<file path="config.mk">
export PLATFORM = sky130hd
export DESIGN_NAME = lph_queue
export DESIGN_NICKNAME = d
export VERILOG_FILES = /design/src/hdl/lph_pkg.sv /design/src/hdl/lph_queue.sv
export SDC_FILE = /design/constraint.sdc
export NUM_CORES = 1
export LEC_CHECK = 0
export ABC_AREA = 0
export BUFFER_PORTS_ARGS = -buffer_cell sky130_fd_sc_hd__buf_2
export CAP_MARGIN = 0
export CORE_MARGIN = 2
export CORE_UTILIZATION = 56
export CTS_CLUSTER_DIAMETER = 40
export DETAILED_ROUTE_END_ITERATION = 10
export HOLD_SLACK_MARGIN = 0.06
export MAX_ROUTING_LAYER = met4
export PLACE_DENSITY = 0.93
export SYNTH_ARGS = -nofsm -noshare
export SYNTH_HDL_FRONTEND = slang
export SYNTH_SLANG_ARGS = --single-unit
</file>
<file path="constraint.sdc">
create_clock -name clk -period 12.7 [get_ports clk]
set_clock_uncertainty 0.1 [all_clocks]
set_input_delay 1.905 -clock clk [delete_from_list [all_inputs] [get_ports clk]]
set_output_delay 1.905 -clock clk [all_outputs]
set_load 0.005 [all_outputs]
</file>
<file path="src/hdl/lph_pkg.sv">
package lph_pkg;

    localparam int TABLE_SLOTS = 256;
    localparam int IDX_W = $clog2(TABLE_SLOTS);
    localparam int CNT_W = $clog2(TABLE_SLOTS + 1);
    localparam int LOAD_MAX = (TABLE_SLOTS * 3) / 4;
    localparam logic [29:0] HASH_MASK = 30'h3fffffff;

    typedef enum logic [1:0] {
        K_GET  = 2'd0,
        K_SET  = 2'd1,
        K_DEL  = 2'd2,
        K_NEXT = 2'd3
    } kind_t;

    typedef enum logic [2:0] {
        ST_OK        = 3'd0,
        ST_NOT_FOUND = 3'd1,
        ST_FULL      = 3'd2,
        ST_END       = 3'd3,
        ST_NIL       = 3'd4
    } status_t;

    typedef enum logic [1:0] {
        TAG_EMPTY = 2'd0,
        TAG_USED  = 2'd1,
        TAG_TOMB  = 2'd2
    } tag_t;

    typedef enum logic [1:0] {
        CL_IMM   = 2'd0,
        CL_SCAN  = 2'd1,
        CL_PROBE = 2'd2
    } cls_t;

    typedef enum logic [2:0] {
        BS_IDLE = 3'd0,
        BS_RD   = 3'd1,
        BS_CHK  = 3'd2,
        BS_SRD  = 3'd3,
        BS_SCHK = 3'd4
    } back_state_t;

    typedef struct packed {
        kind_t             kind;
        cls_t              cls;
        status_t           imm_status;
        logic [63:0]       key;
        logic [63:0]       value;
        logic [IDX_W-1:0]  start;
    } cmd_t;

    typedef struct packed {
        logic push;
        logic pop;
        logic full;
        logic empty;
    } q_ctl_t;

endpackage

</file>
<file path="src/hdl/lph_queue.sv">
module lph_queue
    import lph_pkg::*;
(
    input  logic   clk,
    input  logic   rst_n,
    input  logic   push,
    input  cmd_t   push_cmd,
    input  logic   pop,
    output cmd_t   head,
    output logic   full,
    output logic   empty
);

    cmd_t       ent_reg [2];
    logic       wr_ptr_reg, wr_ptr_next;
    logic       rd_ptr_reg, rd_ptr_next;
    logic [1:0] cnt_reg, cnt_next;
    logic       do_push, do_pop;

    assign full = (cnt_reg == 2'd2);
    assign empty = (cnt_reg == 2'd0);
    assign do_push = push && !full;
    assign do_pop = pop && !empty;
    assign head = ent_reg[rd_ptr_reg];

    always_comb
    begin
        wr_ptr_next = do_push ? !wr_ptr_reg : wr_ptr_reg;
        rd_ptr_next = do_pop ? !rd_ptr_reg : rd_ptr_reg;
        cnt_next = cnt_reg + {1'b0, do_push} - {1'b0, do_pop};
    end

    always_ff @(posedge clk or negedge rst_n)
    begin
        if (!rst_n)
        begin
            wr_ptr_reg <= 1'b0;
            rd_ptr_reg <= 1'b0;
            cnt_reg <= 2'd0;
        end
        else
        begin
            wr_ptr_reg <= wr_ptr_next;
            rd_ptr_reg <= rd_ptr_next;
            cnt_reg <= cnt_next;
        end
    end

    always_ff @(posedge clk)
    begin
        if (do_push)
        begin
            ent_reg[wr_ptr_reg] <= push_cmd;
        end
    end

endmodule

</file>
**Word level (Yosys, flattened, before mapping)**

Memories as Yosys holds them, arrays and structs flattened.
Cells that the tools add are included.

- Add/sub/neg operators: 2
- Equality and inequality tests: 1
- Muxes and demuxes: 2
- Reduce and logical (&&, ||, !) cells: 7

Operator list:

| operator | count |
|---|---|
| $logic_not 1->1 | 4 |
| $add 2x1->2 | 1 |
| $eq 2x2->1 const B | 1 |
| $logic_and 1x1->1 | 2 |
| $logic_not 2->1 | 1 |
| $mux 1 | 2 |
| $sub 2x1->2 | 1 |

- Flip-flop bits (word level): 4
- Memory bits (writable): 286
- Bits of input ports: 147
- Output and inout port bits: 145
- Word-level logic and storage cells: 16
- Memories: 1

Memories:

| memory | words | bits a word | rd ports | clocked after Yosys merged registers in | write ports | line | RTL |
|---|---|---|---|---|---|---|---|
| ent_reg | 2 | 143 | 1 | 0 | 1 | lph_queue.sv:14 | `cmd_t ent_reg [2];` |

**Logic depth before layout (Yosys ltp)**

- Word-level depth: 5
- Mapped depth: 7
- Mapped depth without buffers: 7

**Worst setup path after synthesis**

OpenSTA, ideal clock, no wires.

- Path kind: input to register
- Start: in push
- End: mem ent_reg[0][0] (netlist bit), enable pin
- Library setup time: 647 ps
- Arrival: 7937 ps
- Data required time: 11953 ps
- Slack: 4016 ps
- Stages on the path: 2
- Buffers on the path: 0
- Cell sequence: nand2_1 -> nor2_1

- Cells in the longest elaborated chain, start to end: 3

Ends and longest elaborated chain:

| element | line | RTL |
|---|---|---|
| from (decl) | lph_queue.sv:6 | `input logic push,` |
| $logic_and 1x1->1 | lph_queue.sv:22 | `assign do_push = push && !full;` |
| $mux 1 | lph_queue.sv:51 | `if (do_push)` |
| $mux 1 (implied by the code) | lph_queue.sv:53 | `ent_reg[wr_ptr_reg] <= push_cmd;` |
| to (decl) | lph_queue.sv:14 |  |

Every way passes these cells.

==> impl_metrics.ini <==
[run_status]
status = completed

[placement]
portBuffers = 291
place_hpwl_um = 13200
gp_congestion = 0.733

[grt]
first_global_vias = 5630
grt.overflow.total = 0
grt_pass1_wl_um = 29300
track_usage_pct = 19.6
grt_max_degree = 74
antenna_found_initial = 1

[setup_path]
worst_path_max_delay_cell = buf_4
startpoint = rd_ptr_reg
cp.arrival_ns = 2.68
reg2reg_slack_ns = 9.70
path_class = flip-flop to primary output
reg2reg_to = ent_reg[0][52]
reg2regPathDepth = 5
cp_max_fo = 60
crit_required_ns = 10.69
r2r-start = cnt_reg[1]
worstSetupEndpoint = head[142]
cpPeakStageDelay_ns = 0.84
cp-start-kind = flip-flop
worstSetupEndpointType = primary output
crit_path_cell_trace = buf_4 > mux2_2 > buf_2

[timing]
rsz0062_at_grt = false
final_hold_viol_count = 0
finalSetupViolCount = 0
finalSetupTns_ns = 0
max_slew_margin_pct = 29.1
min_period_ns = 4.68
finalMaxSlewViolations = 0
period_share_pct = 36.9
fin_hold_ws_ns = 0.423
clock.fmax_mhz = 214
tightest_slew_ns = 1.06

[clock_network]
cts_tree = built
clk_path_buf_depth = 3
insertion_delay_ns = 0.53
root_buffer = clkbuf_16
cts_hold_buf = 0
cts_resized = 0
clk_pin_slew_worst_paths_ns = 0.06
cts_buffers = 31
h-tree-depth = 1
post-cts-setup-buffers = 0
cts.sinks = 290

[flow_run]
max_cap_violations = 0

[route]
routedWlPerCell_um = 19.8
wl_met1_um = 7760
first_pass_iters = 5
wl_met3_um = 1520
drt_iter0_markers = 304
viasPerCell = 5.27
drt_drc_violations_left = 0
wl_met2_um = 10500
vias = 5448
drtAntennaViolNets = 0
wirelength_um = 20400
highest_layer = met4

[synth]
ys_seq_elements = 290
yosysSeqAreaShare_pct = 80.8
yosysTopAreaCellShare_pct = 79.9
syn_nets = 612
synth_cells = 463
postSynthAreaPerCell_um2 = 23.2
netlist_area_um2 = 10800
yosysWarningCount = 0
ys_types = 15
yosysTopAreaCell = edfxtp_1
synth_area_leaders = edfxtp_1 80%, mux2_2 8.7%, mux2_4 8.4%

[finish]
final_cell_mix = 291 x buf_2, 286 x edfxtp_1, 83 x mux2_2, 60 x mux2_4, 31 x clkbuf_16
nets = 925
areaGrowthSynthToFinish_pct = 24.4
layout-drive-gt1-share_pct = 60.7
final_common_cell = buf_2
largest_reg_flops = 286

[worst_hold_path]
hp-start = cnt_reg[1]
hold_path_class = flip-flop to flip-flop

[pwr]
cellPowerDensity_nw_per_um2 = 229
peakVddDrop_mv = 0.154
leakage_nw = 5.21

[floorplan]
die_area_um2 = 20300
initial_core_util_pct = 57.3
dieWidth_um = 143
rows = 50
io_pins = 292
die_h_um = 143
coreArea_um2 = 18800
## cell usage after synthesis, drive strengths merged
cell type and count:
nor2b 1, buf 16, nor2 2, and3 1
edfxtp 286, inv 2, xor2 1, nand2 1
ha 2, nand2b 1, mux2 143, dfrtp 4
xnor2 3
## worst min-delay path by stage
stage	slack (ns)	cells after the start	to
after CTS	0.42	1	cnt_reg[1]
after floorplan	0.36	1	wr_ptr_reg
after global placement	0.39	1	cnt_reg[1]
final	0.42	1	cnt_reg[1]
after global routing	0.43	1	cnt_reg[1]
after detailed placement	0.41	1	cnt_reg[1]
## per-layer routing
layer  global-route usage, %  vias to the layer above
li1                        -                     2472
met5                       -                        -
met2                    33.2                      248
met1                    22.8                     2672
met3                    5.15                       56
met4                    7.09                        0
## power by group
| part | switching (W) | internal, W | total [W] | leakage, nW |
|---|---|---|---|---|
| Combinational | 0.000409 | 0.000438 | 0.000847 | 2.05 |
| Clock | 0.000343 | 0.000488 | 0.000830 | 0.466 |
| Sequential | 0.0000684 | 0.00131 | 0.00138 | 2.70 |
| Total | 0.000820 | 0.00224 | 0.00306 | 5.21 |
## per-stage QoR
stage	util (%)	area, um^2	power, W	std cells	setup WS [ns]
floorplan	-	10800	0.00197	463	4.02
global placement	66.2	12400	0.00222	977	8.30
detailed placement	66.2	12400	0.00225	977	8.29
CTS	71.3	13400	0.00309	1032	8.01
global route	71.3	13400	0.00319	1033	7.90
finish	71.3	13400	0.00306	1033	8.02
## cell families after synthesis
| family | synth area share (%) |
|---|---|
| xor gates and xnor gates | 0.326 |
| adders and majority gates | 0.233 |
| DFF | 80.8 |
| buffers and inverters | 1.28 |
| and+or+nand+nor | 0.279 |
| muxes | 17.1 |
## final cells by class
class                   count  area [um^2]
diodes                      1         2.50
inverters                   2         7.51
flip-flops and latches    290         8690
well taps                 234          293
multi-input cells         155         1940
clock inverters            18          150
fillers                  1111         5390
repair buffers            296         1490
clock buffers              37          798
## critical path, delay by kind of cell (launching register included)
family | cells | cell delay (ns)
buffers and inverters | 2 | 0.97
flip-flops | 1 | 0.64
multiplexers | 1 | 0.43
(Power assumes the default switching activity.)
