==> src/hdl/lph_pkg.sv <==
package lph_pkg;

    localparam int TABLE_SLOTS = 256;
    localparam int IDX_W = $clog2(TABLE_SLOTS);
    localparam int CNT_W = $clog2(TABLE_SLOTS + 1);
    localparam int LOAD_MAX = (TABLE_SLOTS * 3) / 4;
    localparam logic [29:0] HASH_MASK = 30'h3fffffff;

    typedef enum logic [1:0] {
        K_GET  = 2'd0,
        K_SET  = 2'd1,
        K_DEL  = 2'd2,
        K_NEXT = 2'd3
    } kind_t;

    typedef enum logic [2:0] {
        ST_OK        = 3'd0,
        ST_NOT_FOUND = 3'd1,
        ST_FULL      = 3'd2,
        ST_END       = 3'd3,
        ST_NIL       = 3'd4
    } status_t;

    typedef enum logic [1:0] {
        TAG_EMPTY = 2'd0,
        TAG_USED  = 2'd1,
        TAG_TOMB  = 2'd2
    } tag_t;

    typedef enum logic [1:0] {
        CL_IMM   = 2'd0,
        CL_SCAN  = 2'd1,
        CL_PROBE = 2'd2
    } cls_t;

    typedef enum logic [2:0] {
        BS_IDLE = 3'd0,
        BS_RD   = 3'd1,
        BS_CHK  = 3'd2,
        BS_SRD  = 3'd3,
        BS_SCHK = 3'd4
    } back_state_t;

    typedef struct packed {
        kind_t             kind;
        cls_t              cls;
        status_t           imm_status;
        logic [63:0]       key;
        logic [63:0]       value;
        logic [IDX_W-1:0]  start;
    } cmd_t;

    typedef struct packed {
        logic push;
        logic pop;
        logic full;
        logic empty;
    } q_ctl_t;

endpackage

==> src/hdl/lph_front.sv <==
module lph_front
    import lph_pkg::*;
(
    input  logic        clk,
    input  logic        rst_n,
    input  logic        in_valid,
    output logic        in_ready,
    input  logic [1:0]  kind,
    input  logic        key_absent,
    input  logic [63:0] key,
    input  logic [63:0] value,
    input  logic        q_full,
    output logic        q_push,
    output cmd_t        q_cmd
);

    logic        s1_vld_reg;
    logic        s1_vld_next;
    cmd_t        s1_cmd_reg;
    logic [63:0] s1_h_reg;
    logic [63:0] ha, hb, hc, hd, he, hf;
    logic [29:0] h30;
    cmd_t        cmd_in;
    logic        accept;

    // First half of the key mix, taken on the input beat.
    always_comb
    begin
        ha = ~key + (key << 18);
        hb = ha ^ (ha >> 31);
        hc = (hb << 4) + (hb << 2) + hb;
    end

    always_comb
    begin
        cmd_in = '0;
        cmd_in.kind = kind_t'(kind);
        cmd_in.key = key;
        cmd_in.value = value;
        cmd_in.imm_status = ST_OK;
        cmd_in.cls = CL_PROBE;
        if (key_absent)
        begin
            case (kind_t'(kind))
                K_SET:
                begin
                    cmd_in.cls = CL_IMM;
                    cmd_in.imm_status = ST_NIL;
                end
                K_NEXT:
                begin
                    cmd_in.cls = CL_SCAN;
                end
                default:
                begin
                    cmd_in.cls = CL_IMM;
                    cmd_in.imm_status = ST_NOT_FOUND;
                end
            endcase
        end
    end

    assign q_push = s1_vld_reg && !q_full;
    assign in_ready = !s1_vld_reg || !q_full;
    assign accept = in_valid && in_ready;

    always_comb
    begin
        s1_vld_next = s1_vld_reg;
        if (accept)
        begin
            s1_vld_next = 1'b1;
        end
        else if (q_push)
        begin
            s1_vld_next = 1'b0;
        end
    end

    always_ff @(posedge clk or negedge rst_n)
    begin
        if (!rst_n)
        begin
            s1_vld_reg <= 1'b0;
        end
        else
        begin
            s1_vld_reg <= s1_vld_next;
        end
    end

    always_ff @(posedge clk)
    begin
        if (accept)
        begin
            s1_cmd_reg <= cmd_in;
            s1_h_reg <= hc;
        end
    end

    // Second half of the mix gives the start slot.
    always_comb
    begin
        hd = s1_h_reg ^ (s1_h_reg >> 11);
        he = hd + (hd << 6);
        hf = he ^ (he >> 22);
        h30 = hf[29:0] & HASH_MASK;
        q_cmd = s1_cmd_reg;
        q_cmd.start = h30[IDX_W-1:0];
    end

endmodule

==> config.mk <==
export PLATFORM = sky130hd
export DESIGN_NAME = lph_front
export DESIGN_NICKNAME = d
export VERILOG_FILES = /design/src/hdl/lph_pkg.sv /design/src/hdl/lph_front.sv
export SDC_FILE = /design/constraint.sdc
export NUM_CORES = 1
export LEC_CHECK = 0
export BUFFER_PORTS_ARGS = -buffer_cell sky130_fd_sc_hd__clkbuf_2
export CAP_MARGIN = 20
export CORE_MARGIN = 2
export CORE_UTILIZATION = 50
export CTS_CLUSTER_DIAMETER = 100
export DETAILED_ROUTE_END_ITERATION = 8
export GPL_TIMING_DRIVEN = 1
export PLACE_DENSITY = 0.82
export SKIP_CTS_REPAIR_TIMING = 1
export SLEW_MARGIN = 20
export SYNTH_ARGS = -nofsm -noshare
export SYNTH_HDL_FRONTEND = slang
export SYNTH_SLANG_ARGS = --single-unit
==> constraint.sdc <==
create_clock -name clk -period 10.9 [get_ports clk]
set_clock_uncertainty 0.05 [all_clocks]
set_input_delay 1.09 -clock clk [delete_from_list [all_inputs] [get_ports clk]]
set_output_delay 1.09 -clock clk [all_outputs]
set_load 0.1 [all_outputs]
Word level (Yosys, flattened, before mapping)
Index checks and enable logic that the tools add are counted.
Widths: inputs -> output; s select.
{"block": "totals", "register_bits": 177, "in_bits": 135, "elab_cells": 27}
{"block": "op_classes", "add_sub_neg": 4, "eq_ne": 2, "mux": 4, "n_bitwise": 4, "n_reduce_logical": 6}
{"op": "$add 41x41->41", "count": 2}
{"op": "$add 64x64->64", "count": 1}
{"op": "$not 64->64", "count": 1}
{"op": "$xor 41x33->41", "count": 1}
{"op": "$add 30x30->30", "count": 1}
{"op": "$xor 30x30->30", "count": 1}
{"op": "$xor 8x8->8", "count": 1}
{"op": "$pmux 3 s2", "count": 1}
{"op": "$mux 1", "count": 3}
{"op": "$eq 2x1->1 const B", "count": 1}
{"op": "$eq 2x2->1 const B", "count": 1}
{"op": "$logic_and 1x1->1", "count": 2}
{"op": "$logic_not 1->1", "count": 2}
{"op": "$reduce_bool 2->1", "count": 1}
{"op": "$logic_or 1x1->1", "count": 1}

Depth between registers and ports, before layout
{"block": "logic_depth", "ltp_word": 5, "ltp_mapped": 29, "depth_no_buf": 28}

Worst setup path after synthesis
OpenSTA, ideal clock, no wires.
{"block": "synth_timing", "kind": "input port to flip-flop", "from": "input key[24]", "to": "register s1_h_reg[40] (data pin)", "setup_ps": 261, "arrival_ps": 6289, "required_time_ps": 10589, "slack_ps": 4299, "path_stages": 27, "path_cell_list": "inv_1 ha_1 a2111oi_2 o21ai_1 a31o_1 a211o_1 nand3_1 a31oi_1 a221o_1 nand3_1 nand2_1 xor2_1 xor2_1 fa_1 inv_1 ha_1 clkbuf_1 a21o_1 a211oi_1 nor2_1 a31o_2 a31oi_1 o21ai_0 a41oi_1 o21a_1 o21ai_0 xnor2_1"}
{"block": "synth_via", "elab_chain_cells": 5}
{"element": "from (decl)", "line": "lph_front.sv:10", "text": "input logic [63:0] key,"}
{"element": "$not 64->64", "line": "lph_front.sv:29", "text": "ha = ~key + (key << 18);"}
{"element": "$add 64x64->64 (*)", "line": "lph_front.sv:29"}
{"element": "$xor 41x33->41 (*)", "line": "lph_front.sv:30", "text": "hb = ha ^ (ha >> 31);"}
{"element": "$add 41x41->41", "line": "lph_front.sv:31", "text": "hc = (hb << 4) + (hb << 2) + hb;"}
{"element": "$add 41x41->41 (*)", "line": "lph_front.sv:31"}
{"element": "via hc[40]", "line": "lph_front.sv:21", "text": "logic [63:0] ha, hb, hc, hd, he, hf;"}
{"element": "to (signal assigned)", "line": "lph_front.sv:97", "text": "s1_h_reg <= hc;"}
{"element": "to (decl)", "line": "lph_front.sv:20", "text": "logic [63:0] s1_h_reg;"}
The timed path passes the listed nets; every way through them passes the cells marked *.
A chain may end at the register's enable or synchronous reset.

Worst setup path in the final report
{"block": "layout_timing", "from": "input key[6]", "to": "register s1_h_reg[40] (data pin)"}
The elaborated chain is that of the path after synthesis.

==> out/qor.csv <==
stage;metric;value;unit
run_status;status;finished, final reports clean;
clock_tree;clock_path_buffers;2;
setup_path;crit_arrival;7.34;ns
yosys;synth_cell_types;76;
clock_tree;h-tree-depth;4;
clock_tree;clock_latency;0.44;ns
sta;hold_viol_final;0;
sta;fmax;0.1387;GHz
place;dp_hpwl;27020;um
setup_path;required;11.03;ns
route;post-route-drc-count;0;
route;drt-vias-per-instance;5.547;
sta;worstMarginPinSlew;0.8704;ns
route;wl;32720;um
sta;fin_crit;7.209;ns
floorplan;rows;57;
cells_and_area;finish.utilization;60.53;%
cells_and_area;largest_reg_flops;134;
yosys;synth_top_area_share;42.45;%
yosys;syn_area;12380;um^2
grt;grt_use_total;25.07;%
yosys;ys.flop_type;edfxtp_1;
cells_and_area;fin_nets;1667;
setup_path;cpPeakStageDelay;0.46;ns
yosys;synthesis.nets;1385;
yosys;synth_edf_count;175;
yosys;yosys-top-cells-area;edfxtp_1 42%, ha_1 12%, xnor2_1 6.7%, xor2_1 5.6%, a21o_1 4.5%;
sta;setup_tns;0;ns
setup_path;cp_num_buf_inv;2;
setup_path;cp_max_fo;8;
clock_tree;clkSlewWorstSetupHoldPaths;0.08;ns
floorplan;core;24320;um^2
grt;grt_max_degree;93;
sta;fin_ws;3.691;ns
flow_run;drv_cap;0;
setup_path;crit_type;in -> reg;
yosys;syn_area_per_cell;11.21;um^2
sta;rsz0062_at_grt;false;
grt;grt-busiest-layer;met2;
cells_and_area;antenna_cells;0;
yosys;synth-seq-area-share;42.66;%
grt;antenna_found_initial;0;
cells_and_area;layout_common_cells;278 x clkbuf_2, 175 x edfxtp_1, 121 x ha_1;
clock_tree;cts-root-buf;clkbuf_16;
floorplan;initial_utilization;50.90;%
yosys;synth_seq_cells;176;
floorplan;die_width;161.3;um
yosys;yosys_warnings;0;
grt;grt_overflow;0;
place;port_buffers;278;
route;post_drt_wl_per_cell;18.99;um
clock_tree;cts.sinks;176;
setup_path;cp_slowest_cell;a221o_1;
clock_tree;numCtsBuffers;17;
sta;setup_viol;0;
cells_and_area;final_common_cell;clkbuf_2;
route;drt_iter0_drc;624;
floorplan;ios;280;
yosys;syn-instance-count;1104;
grt;grtUsageMet2;43.47;%
grt;grt_pass1_vias;9736;
route;num_vias;9557;
setup_path;crit_path_start_kind;input port;
sta;drv_slew;0;
sta;slew_headroom;41.56;%
grt;grt_pass1_wl;50690;um
floorplan;die_h;161.3;um
min_path;hp-class;in -> async;
route;first_pass_iters;5;
cells_and_area;layout-drive-gt1-share;24.80;%
clock_tree;cts_tree;built;
grt;grt_use_met1;30.52;%
yosys;yosysTopAreaCell;edfxtp_1;
setup_path;cp-end-kind;flop;
place;pre_cts_slack;3.265;ns
floorplan;dieArea;26030;um^2
setup_path;critical-path-top-delay-family;compound AO/OA/AOI/OAI gates;
sta;fin_crit_sh;66.14;%
place;gp_congestion;1.002;
route;antenna_left;0;
grt;use_met3;4.263;%
cells_and_area;area_delta_synth_final;18.93;%
yosys;async_flop_share;0.5682;%
[area by class of cell]
cell class,instances,area (um^2)
clock buffers,18,429.2
clock inverters,14,168.9
fillers,2022,9598
inverters,98,367.9
multi-input cells,813,6660
flip-flops and latches,176,5280
well taps,324,405.4
repair buffers,280,1410
[through the flow]
stage               std cells  instance area [um^2]  hold slack, ns
floorplan                1104                 12380          0.7444
global placement         1691                 14120          0.4539
detailed placement       1691                 14120          0.4884
CTS                      1723                 14720          0.3525
global route             1723                 14720          0.3512
finish                   1723                 14720          0.3606
[cells in the mapped netlist (3+ instances only)]
cell type	instances
nand2_1	52
and2_1	4
nand4_1	15
nor3_1	15
fa_1	25
a31oi_1	12
nor3b_1	3
a21o_1	75
ha_1	121
nor2_1	32
inv_1	96
o21ai_1	6
o21bai_1	13
a41oi_1	3
edfxtp_1	175
clkbuf_1	12
a21oi_1	90
o21a_1	10
a2111oi_0	4
nand3_1	14
a31o_2	5
a311oi_1	5
o21ai_0	38
a211oi_1	3
xnor2_2	5
nor2b_1	10
and4_1	4
buf_2	4
o211ai_1	7
nand2b_1	14
and3_1	10
xor2_1	79
xnor2_1	94
[cell families (layout without fill, tap and decap cells)]
| group | after synthesis | count (layout) | synth area share [%] |
|---|---|---|---|
| AOI/OAI and AO/OA | 303 | 303 | 16.94 |
| xor gates and xnor gates | 179 | 179 | 13.03 |
| adders and majority gates | 146 | 146 | 16.27 |
| buffers and inverters | 115 | 410 | 3.558 |
| DFF | 176 | 176 | 42.66 |
| muxes | 2 | 2 | 0.1617 |
| other | 1 | 1 | 0.03030 |
| and+or+nand+nor | 182 | 182 | 7.349 |
[metal layers]
| metal | vias to the layer above | part of all wire, % |
|---|---|---|
| met5 | - | 0 |
| met4 | 0 | 4.0 |
| met3 | 79 | 5.6 |
| met2 | 367 | 49 |
| met1 | 4528 | 41 |
| li1 | 4583 | - |
[worst paths after layout]
check                           start            to  slack (ns)  depth (start not counted)
max                            key[6]  s1_h_reg[40]        3.69                         26
min                             rst_n    s1_vld_reg        0.36                          1
max reg2reg                s1_vld_reg     q_cmd[58]        8.74                          3
min reg2reg                s1_vld_reg    s1_vld_reg        0.51                          2
max in group asynchronous       rst_n    s1_vld_reg       10.35                          1
min in group clk           s1_vld_reg    s1_vld_reg        0.51                          2
Power is left out: the tool's default activity adds up to more than one toggle a clock period on the data nets, which glitch-free logic cannot reach.
